**config.mk**
```make
export PLATFORM = sky130hd
export DESIGN_NAME = dijkstra_shortest_path_core
export DESIGN_NICKNAME = d
export VERILOG_FILES = /design/src/design/dsp_pkg.sv /design/src/design/dsp_ctrl.sv /design/src/design/dsp_datapath.sv /design/src/design/dijkstra_shortest_path_core.sv
export SDC_FILE = /design/constraint.sdc
export NUM_CORES = 2
export LEC_CHECK = 0
export BUFFER_PORTS_ARGS = -buffer_cell sky130_fd_sc_hd__buf_2
export CORE_MARGIN = 2
export CORE_UTILIZATION = 45
export CTS_CLUSTER_DIAMETER = 80
export DETAILED_ROUTE_END_ITERATION = 12
export GPL_ROUTABILITY_DRIVEN = 0
export HOLD_SLACK_MARGIN = 0.03
export RECOVER_POWER = 100
export SETUP_SLACK_MARGIN = 0.5
export SLEW_MARGIN = 0
export SYNTH_ARGS = -nofsm -noshare
export SYNTH_HDL_FRONTEND = slang
export SYNTH_HIERARCHICAL = 1
export SYNTH_SLANG_ARGS = --single-unit
```
**constraint.sdc**
```tcl
create_clock -name clk -period 13.82 [get_ports clk]
set_clock_uncertainty 0.15 [all_clocks]
set_input_delay 2.764 -clock clk [delete_from_list [all_inputs] [get_ports clk]]
set_output_delay 2.764 -clock clk [all_outputs]
set_load 0.02 [all_outputs]
```
**src/design/dsp_pkg.sv**
```systemverilog
`timescale 1ns / 1ps
`default_nettype none

package dsp_pkg;

	localparam int NODE_COUNT  = 16;
	localparam int WEIGHT_BITS = 6;
	localparam int MAX_RESULTS = 16;
	localparam int NODE_W      = $clog2(NODE_COUNT);
	localparam int CNT_W       = $clog2(NODE_COUNT + 1);
	localparam int K_W         = $clog2(MAX_RESULTS);
	localparam int ADDR_W      = 2 * NODE_W;

	localparam logic [WEIGHT_BITS-1:0] NO_EDGE     = {WEIGHT_BITS{1'b1}};
	localparam logic [CNT_W-1:0]       ACTIVE_RST  = CNT_W'(11);
	localparam logic [CNT_W-1:0]       NODE_MAX    = CNT_W'(NODE_COUNT);
	localparam logic [K_W-1:0]         K_LAST      = K_W'(MAX_RESULTS - 1);

	localparam logic KIND_LOAD  = 1'b0;
	localparam logic KIND_QUERY = 1'b1;

	typedef struct packed {
		logic                   kind;
		logic [3:0]             row_node;
		logic [3:0]             col_node;
		logic [5:0]             edge_weight;
		logic [3:0]             source_node;
		logic [3:0]             dest_node;
	} in_item_t;

	typedef struct packed {
		logic [3:0]             path_node;
		logic [5:0]             total_distance;
		logic                   found;
		logic                   last_of_run;
	} out_item_t;

	// controller -> datapath
	typedef struct packed {
		logic load;
		logic start;
		logic scan_init;
		logic scan;
		logic select;
		logic relax;
		logic check;
		logic emit;
		logic nopath;
	} dsp_cmd_t;

	// datapath -> controller
	typedef struct packed {
		logic query_bad;
		logic scan_last;
		logic picked;
		logic relax_done;
		logic unreachable;
		logic slot_free;
		logic emit_last;
	} dsp_stat_t;

endpackage

`default_nettype wire

```
**src/design/dsp_ctrl.sv**
```systemverilog
`timescale 1ns / 1ps
`default_nettype none

module dsp_ctrl (
	input  wire logic             clk,
	input  wire logic             arst_n,
	input  wire logic             in_valid,
	input  wire logic             in_kind,
	output logic                  in_stall,
	input  wire dsp_pkg::dsp_stat_t stat,
	output dsp_pkg::dsp_cmd_t     cmd
);
	import dsp_pkg::*;

	typedef enum logic [6:0] {
		S_IDLE   = 7'b0000001,
		S_SCAN   = 7'b0000010,
		S_SEL    = 7'b0000100,
		S_RELAX  = 7'b0001000,
		S_CHECK  = 7'b0010000,
		S_EMIT   = 7'b0100000,
		S_NOPATH = 7'b1000000
	} state_t;

	state_t state_q, state_d;
	logic   accept;

	assign in_stall = (state_q != S_IDLE);
	assign accept   = in_valid && !in_stall;

	always_comb begin
		state_d = state_q;
		cmd     = '0;
		unique case (state_q)
			S_IDLE: begin
				if (accept) begin
					if (in_kind == KIND_LOAD) begin
						cmd.load = 1'b1;
					end else begin
						cmd.start = 1'b1;
						state_d   = stat.query_bad ? S_NOPATH : S_SCAN;
					end
				end
			end
			S_SCAN: begin
				cmd.scan = 1'b1;
				if (stat.scan_last) state_d = S_SEL;
			end
			S_SEL: begin
				cmd.select = 1'b1;
				state_d    = stat.picked ? S_RELAX : S_CHECK;
			end
			S_RELAX: begin
				cmd.relax = 1'b1;
				if (stat.relax_done) begin
					cmd.scan_init = 1'b1;
					state_d       = S_SCAN;
				end
			end
			S_CHECK: begin
				cmd.check = 1'b1;
				state_d   = stat.unreachable ? S_NOPATH : S_EMIT;
			end
			S_EMIT: begin
				if (stat.slot_free) begin
					cmd.emit = 1'b1;
					if (stat.emit_last) state_d = S_IDLE;
				end
			end
			S_NOPATH: begin
				if (stat.slot_free) begin
					cmd.nopath = 1'b1;
					state_d    = S_IDLE;
				end
			end
			default: state_d = S_IDLE;
		endcase
	end

	always_ff @(posedge clk or negedge arst_n) begin
		if (!arst_n) begin
			state_q <= S_IDLE;
		end else begin
			state_q <= state_d;
		end
	end

endmodule

`default_nettype wire

```
**src/design/dsp_datapath.sv**
```systemverilog
`timescale 1ns / 1ps
`default_nettype none

module dsp_datapath (
	input  wire logic              clk,
	input  wire logic              arst_n,
	input  wire dsp_pkg::in_item_t in_data,
	input  wire logic              cfg_we,
	input  wire logic [4:0]        cfg_data,
	input  wire dsp_pkg::dsp_cmd_t cmd,
	output dsp_pkg::dsp_stat_t     stat,
	output logic                   out_valid,
	input  wire logic              out_stall,
	output dsp_pkg::out_item_t     out_data
);
	import dsp_pkg::*;

	logic [WEIGHT_BITS-1:0] wmem [NODE_COUNT*NODE_COUNT];
	logic [ADDR_W-1:0]      rd_addr;
	logic [WEIGHT_BITS-1:0] rd_data_s1;
	logic                   rd_valid_s1;
	logic [NODE_W-1:0]      rd_idx_s1;

	logic [CNT_W-1:0]       active_q;
	logic [CNT_W-1:0]       n_eff;
	logic [CNT_W-1:0]       n_q;
	logic [NODE_W-1:0]      src_q, dst_q;

	logic [WEIGHT_BITS-1:0] dist_q [NODE_COUNT];
	logic                   settled_q [NODE_COUNT];
	logic [NODE_W-1:0]      pred_q [NODE_COUNT];

	logic [CNT_W-1:0]       idx_q;
	logic [NODE_W-1:0]      pick_q;
	logic [WEIGHT_BITS-1:0] best_q;
	logic                   picked_q;

	logic [NODE_W-1:0]      node_q;
	logic [WEIGHT_BITS-1:0] total_q;
	logic [K_W-1:0]         k_q;

	logic                   out_valid_q;
	out_item_t              out_q;

	logic [NODE_W-1:0]      scan_i;
	logic                   scan_take;
	logic                   issue;
	logic [WEIGHT_BITS:0]   relax_sum;
	logic                   relax_hit;
	logic [WEIGHT_BITS-1:0] dist_src;
	logic                   emit_last;

	// clamp the active count into 1..NODE_COUNT
	always_comb begin
		if (active_q == '0)          n_eff = CNT_W'(1);
		else if (active_q > NODE_MAX) n_eff = NODE_MAX;
		else                          n_eff = active_q;
	end

	assign scan_i    = idx_q[NODE_W-1:0];
	assign scan_take = !settled_q[scan_i] && (dist_q[scan_i] < best_q);
	assign issue     = cmd.relax && (idx_q < n_q);
	assign rd_addr   = {pick_q, idx_q[NODE_W-1:0]};
	assign relax_sum = {1'b0, best_q} + {1'b0, rd_data_s1};
	assign relax_hit = rd_valid_s1 && !settled_q[rd_idx_s1] && (rd_data_s1 != NO_EDGE)
		&& (relax_sum < {1'b0, dist_q[rd_idx_s1]});
	assign dist_src  = dist_q[src_q];
	assign emit_last = (node_q == dst_q) || (k_q == K_LAST);

	always_comb begin
		stat             = '0;
		stat.query_bad   = ({1'b0, in_data.source_node} >= n_eff)
			|| ({1'b0, in_data.dest_node} >= n_eff);
		stat.scan_last   = (idx_q == n_q - CNT_W'(1));
		stat.picked      = picked_q;
		stat.relax_done  = !(idx_q < n_q) && !rd_valid_s1;
		stat.unreachable = (dist_src == NO_EDGE);
		stat.slot_free   = !out_valid_q || !out_stall;
		stat.emit_last   = emit_last;
	end

	// weight matrix, registered read
	always_ff @(posedge clk) begin
		if (cmd.load) begin
			wmem[{in_data.row_node, in_data.col_node}] <= in_data.edge_weight;
		end
		rd_data_s1 <= wmem[rd_addr];
		rd_idx_s1  <= idx_q[NODE_W-1:0];
	end

	always_ff @(posedge clk or negedge arst_n) begin
		if (!arst_n) begin
			active_q <= ACTIVE_RST;
		end else if (cfg_we) begin
			active_q <= cfg_data;
		end
	end

	// search state
	always_ff @(posedge clk or negedge arst_n) begin
		if (!arst_n) begin
			for (int i = 0; i < NODE_COUNT; i++) begin
				dist_q[i]    <= NO_EDGE;
				settled_q[i] <= 1'b0;
				pred_q[i]    <= '0;
			end
			rd_valid_s1 <= 1'b0;
			idx_q       <= '0;
			picked_q    <= 1'b0;
		end else begin
			rd_valid_s1 <= issue;
			if (cmd.start) begin
				for (int i = 0; i < NODE_COUNT; i++) begin
					dist_q[i]    <= (NODE_W'(i) == in_data.dest_node) ? '0 : NO_EDGE;
					settled_q[i] <= 1'b0;
				end
			end
			if (cmd.start || cmd.scan_init) begin
				idx_q    <= '0;
				picked_q <= 1'b0;
			end
			if (cmd.scan) begin
				idx_q <= idx_q + CNT_W'(1);
				if (scan_take) picked_q <= 1'b1;
			end
			if (cmd.select) begin
				idx_q <= '0;
				if (picked_q) settled_q[pick_q] <= 1'b1;
			end
			if (issue) idx_q <= idx_q + CNT_W'(1);
			if (relax_hit) begin
				dist_q[rd_idx_s1] <= relax_sum[WEIGHT_BITS-1:0];
				pred_q[rd_idx_s1] <= pick_q;
			end
		end
	end

	always_ff @(posedge clk) begin
		if (cmd.start) begin
			n_q   <= n_eff;
			src_q <= in_data.source_node;
			dst_q <= in_data.dest_node;
		end
		if (cmd.start || cmd.scan_init) begin
			best_q <= NO_EDGE;
		end
		if (cmd.scan && scan_take) begin
			best_q <= dist_q[scan_i];
			pick_q <= scan_i;
		end
		if (cmd.check) begin
			node_q  <= src_q;
			total_q <= dist_src;
			k_q     <= '0;
		end
		if (cmd.emit) begin
			node_q <= pred_q[node_q];
			k_q    <= k_q + K_W'(1);
		end
	end

	// output register
	always_ff @(posedge clk or negedge arst_n) begin
		if (!arst_n) begin
			out_valid_q <= 1'b0;
		end else if (cmd.emit || cmd.nopath) begin
			out_valid_q <= 1'b1;
		end else if (!out_stall) begin
			out_valid_q <= 1'b0;
		end
	end

	always_ff @(posedge clk) begin
		if (cmd.emit) begin
			out_q.path_node      <= node_q;
			out_q.total_distance <= total_q;
			out_q.found          <= 1'b1;
			out_q.last_of_run    <= emit_last;
		end else if (cmd.nopath) begin
			out_q.path_node      <= src_q;
			out_q.total_distance <= NO_EDGE;
			out_q.found          <= 1'b0;
			out_q.last_of_run    <= 1'b1;
		end
	end

	assign out_valid = out_valid_q;
	assign out_data  = out_q;

endmodule

`default_nettype wire

```
**src/design/dijkstra_shortest_path_core.sv**
```systemverilog
// Load item: writes the 6-bit weight into the 256-entry matrix RAM.
// Query item: up to n rounds of (serial minimum scan, select, row sweep through the
// registered RAM read port), a closing scan and select, a check, then one path node
// per cycle unless stalled; a bad or unreachable query gives one not-found item.
// One item in flight at a time; results leave through an output register.
// Reset clears control, distances, settled flags, predecessors; active count 11.
`timescale 1ns / 1ps
`default_nettype none

module dijkstra_shortest_path_core (
	input  wire logic              clk,
	input  wire logic              arst_n,
	input  wire logic              in_valid,
	output logic                   in_stall,
	input  wire dsp_pkg::in_item_t in_data,
	output logic                   out_valid,
	input  wire logic              out_stall,
	output dsp_pkg::out_item_t     out_data,
	input  wire logic              cfg_we,
	input  wire logic [4:0]        cfg_data
);
	import dsp_pkg::*;

	dsp_cmd_t  cmd;
	dsp_stat_t stat;

	dsp_ctrl u_ctrl (
		.clk      (clk),
		.arst_n   (arst_n),
		.in_valid (in_valid),
		.in_kind  (in_data.kind),
		.in_stall (in_stall),
		.stat     (stat),
		.cmd      (cmd)
	);

	dsp_datapath u_dp (
		.clk       (clk),
		.arst_n    (arst_n),
		.in_data   (in_data),
		.cfg_we    (cfg_we),
		.cfg_data  (cfg_data),
		.cmd       (cmd),
		.stat      (stat),
		.out_valid (out_valid),
		.out_stall (out_stall),
		.out_data  (out_data)
	);

endmodule

`default_nettype wire
```
==> impl_metrics.toml <==
[critical_path]
cp-end-kind = "flop"
crit_chain = "clkbuf_1 > nor2b_1 > clkbuf_1 > a22oi_1 > o21ai_0 > a31oi_1 > o2111ai_1 > nand4_1"
r2r-start = "u_dp/idx_q[1]$_DFFE_PN0P_"
r2r_slack_ns = 4.40
start_kind = "flop"
cp_slowest_cell = "clkbuf_1"
cp_top_family = "buffers and inverters"
r2r-end = "u_dp/rd_data_s1[5]$_DFF_P_"
max_stage_delay_ns = 4.07
crit_type = "flop to flop"
r2r_cells = 8
required_ns = 14.41
arrival_ns = 10.01
crit_buf_inv = 2
cp_max_fo = 84
crit_top_cell = "clkbuf_1"

[pwr]
powerDensity_nw_per_um2 = 186.2
pwr-share-clk_pct = 31.8
ir_drop_uv = 154.2
power_frac_seq_pct = 42.4
power_frac_comb_pct = 25.8
p_leak_nw = 26.40
power.internal_mw = 10.71
fin_total_pwr_mw = 15.35
switching_share_pct = 30.21
switchingPower_mw = 4.636

[final_layout]
syn2layout_area_growth_pct = 11.45
multiInputGateArea_um2 = 19770
drive_gt1_share_pct = 24.36
fill_cells = 13232
stdcell_count = 6404
regArea_um2 = 52820
final_common_cell = "edfxtp_1"
final_cell_mix = "edfxtp_1 (1584), mux4_2 (476), nor2_1 (352)"
finalNetCount = 4145

[timing]
finalSetupViolCount = 0
final-max-slew-violation-count = 1536
hold_viol = 0
fin_tns_setup_ns = 0
grt_setup_unrepaired = "false"
timing.final.crit_share_pct = 68.20
maxSlewHeadroom_pct = -296.7
worst_pin_slew_ns = 5.950
setup_ws_ns = 4.395
period_needed_ns = 9.425
clock.fmax_mhz = 106.1

[die]
ioPinCount = 47
die_w_um = 409.4
die-area_um2 = 167600
core_um2 = 163000
fp-row-count = 148
die_h_um = 409.4
start_util_pct = 45.38

[yosys]
synthCells = 4012
ys_ff_latch = 1791
synth_seq_area_share_pct = 71.42
async_reset_ff_share_pct = 10.94
synth_area_um2 = 73950
synthesis.nets = 4078
synth.avg_cell_area_um2 = 18.43
yosysWarnings = 6
yosys.area.top_type = "edfxtp_1"
yosys_most_used_dff = "edfxtp_1"
post-synth-top-area-fraction_pct = 64.32
synth_cell_types = 73
synth_edf_count = 1584
ys_top_cells_by_area = "edfxtp_1 (64%), mux4_2 (14%), dfstp_2 (3.6%), dfrtp_1 (3.2%), mux2i_1 (2.2%)"

[clock_tree]
h-tree-depth = 4
clk_latency_ns = 0.85
max-clock-path-buffers = 3
cts_sinks = 1791
post_cts_resize_count = 0
cts-root-buf = "clkbuf_16"
numCtsBuffers = 182
cts_tree = "built"
clk_pin_slew_ns = 0.06
hold_buffers = 0
post_cts_buffers = 0

[min_path]
hp-class = "flop to flop"
min_delay_worst_endpoint = "u_dp/out_data[1]$_SDFFE_PP1P_"
hold_depth = 1
hold_start = "u_dp/out_data[1]$_SDFFE_PP1P_"

[drt]
dr.pass1.iters = 7
route.final.wire_length_um = 204600
via_per_inst = 6.262
post-route-drc-count = 0
first_iter_violations = 5324
vias = 40101
wl_per_cell_um = 31.94
ant_nets = 0

[place]
port_buffers = 46
dpl.cell_count = 6070
dp.final_hpwl_um = 125600
dp_slack_ns = 7.091

[outcome]
outcome = "finished with violations"
violations = "capacitance limit, slew limit"

[global_routing]
grt_max_degree = 159
grt_pass1_vias = 39183
grt_pass1_wl_um = 292600
globalRouteOverflowTotal = 0
antenna_found_initial = 8
grt.total_usage_pct = 24.37

[run]
drv_cap = 37
-- power groups by stage --
stage	clock [mW]	combinational, mW	sequential (mW)
final	4.88	3.95	6.51
after global routing	5.16	4.18	6.55
after CTS	4.96	3.91	6.50
after detailed placement	0	3.89	6.61
after global placement	0	3.88	6.60
after floorplan	0	2.66	6.45
-- logic make-up (layout without fill, tap and decap cells) --
family          count (synthesis)  in the layout  share of synthesized area (%)
mux                           724            724                          18.03
compound gates                461            461                          4.029
xor+xnor                       16             16                         0.1895
other cells                     0              1                              0
simple gates                  651            651                          3.915
buf+inv                       336            552                          1.849
flops                        1791           1791                          71.42
fa+ha+maj                      33             33                         0.5685
-- flip-flops by register name (all words and copies together), names as in the netlist --
name	count
u_dp/active_q	5
u_dp/picked_q	1
u_dp/node_q	4
u_dp/out_data	12
u_dp/rd_idx_s1	4
u_ctrl/state_q	7
u_dp/k_q	4
u_dp/wmem	1536
u_dp/total_q	6
u_dp/idx_q	5
u_dp/pick_q	4
u_dp/src_q	4
u_dp/settled_q	16
u_dp/n_q	5
u_dp/dist_q	96
u_dp/pred_q	64
u_dp/rd_data_s1	6
u_dp/rd_valid_s1	1
u_dp/out_valid	1
u_dp/best_q	6
u_dp/dst_q	4
-- worst reg2reg max path: cells and delay by family, from the launching register on --
family	cells	cell delay, ns
AO/OA/AOI/OAI	4	1.10
buffers and inverters	2	4.76
AND/OR/NAND/NOR	2	1.37
flip-flops	1	1.94
-- through the flow --
step	cell area (um2)	util (%)	hold WS, ns
6_report	82410	50.57	0.3115
5_1_grt	82410	50.57	0.3336
4_1_cts	82760	50.78	0.3101
2_1_floorplan	73950	-	0.2343
3_5_place_dp	76800	47.13	0.2968
3_3_place_gp	76800	47.13	0.2868
-- cells in the mapped netlist (27+ instances only) --
cell type,n
a221oi_1,29
nand2b_1,27
ha_1,32
a22oi_1,66
mux2_2,84
o21ai_0,79
nand3_1,57
inv_1,70
dfstp_2,100
buf_1,31
edfxtp_1,1584
nand2_1,96
mux2i_1,159
mux4_2,476
buf_2,55
dfrtp_1,96
clkbuf_1,168
nor2_1,356
a21oi_1,146
-- per-layer routing --
metal	GRT usage, %	share of wire [%]
met1	35.76	42
met4	6.047	2.3
met2	37.28	47
met5	0	0.013
met3	5.307	9.4
-- worst max-delay path by stage --
stage,endpoint,from,cells past startpoint
floorplan,u_dp/dist_q[63]$_DFF_PN1_,in_valid,7
global placement,u_dp/wmem[219][0]$_DFFE_PP_,in_data[22],6
detailed placement,u_dp/wmem[219][0]$_DFFE_PP_,in_data[22],6
CTS,u_dp/wmem[107][5]$_DFFE_PP_,in_data[22],6
global route,u_dp/wmem[241][1]$_DFFE_PP_,in_data[9],2
finish,u_dp/rd_data_s1[5]$_DFF_P_,u_dp/idx_q[1]$_DFFE_PN0P_,8
-- final cells by class --
type,count,share of cell area [%]
clock inverter,115,1.418
multi-input combinational,1885,23.99
antenna,1,0.003036
clock buffer,218,5.803
tap,2175,3.302
inverter,73,0.3325
sequential,1791,64.09
timing repair buffer,146,1.064
No activity file was read; power rests on OpenSTA's default activity.
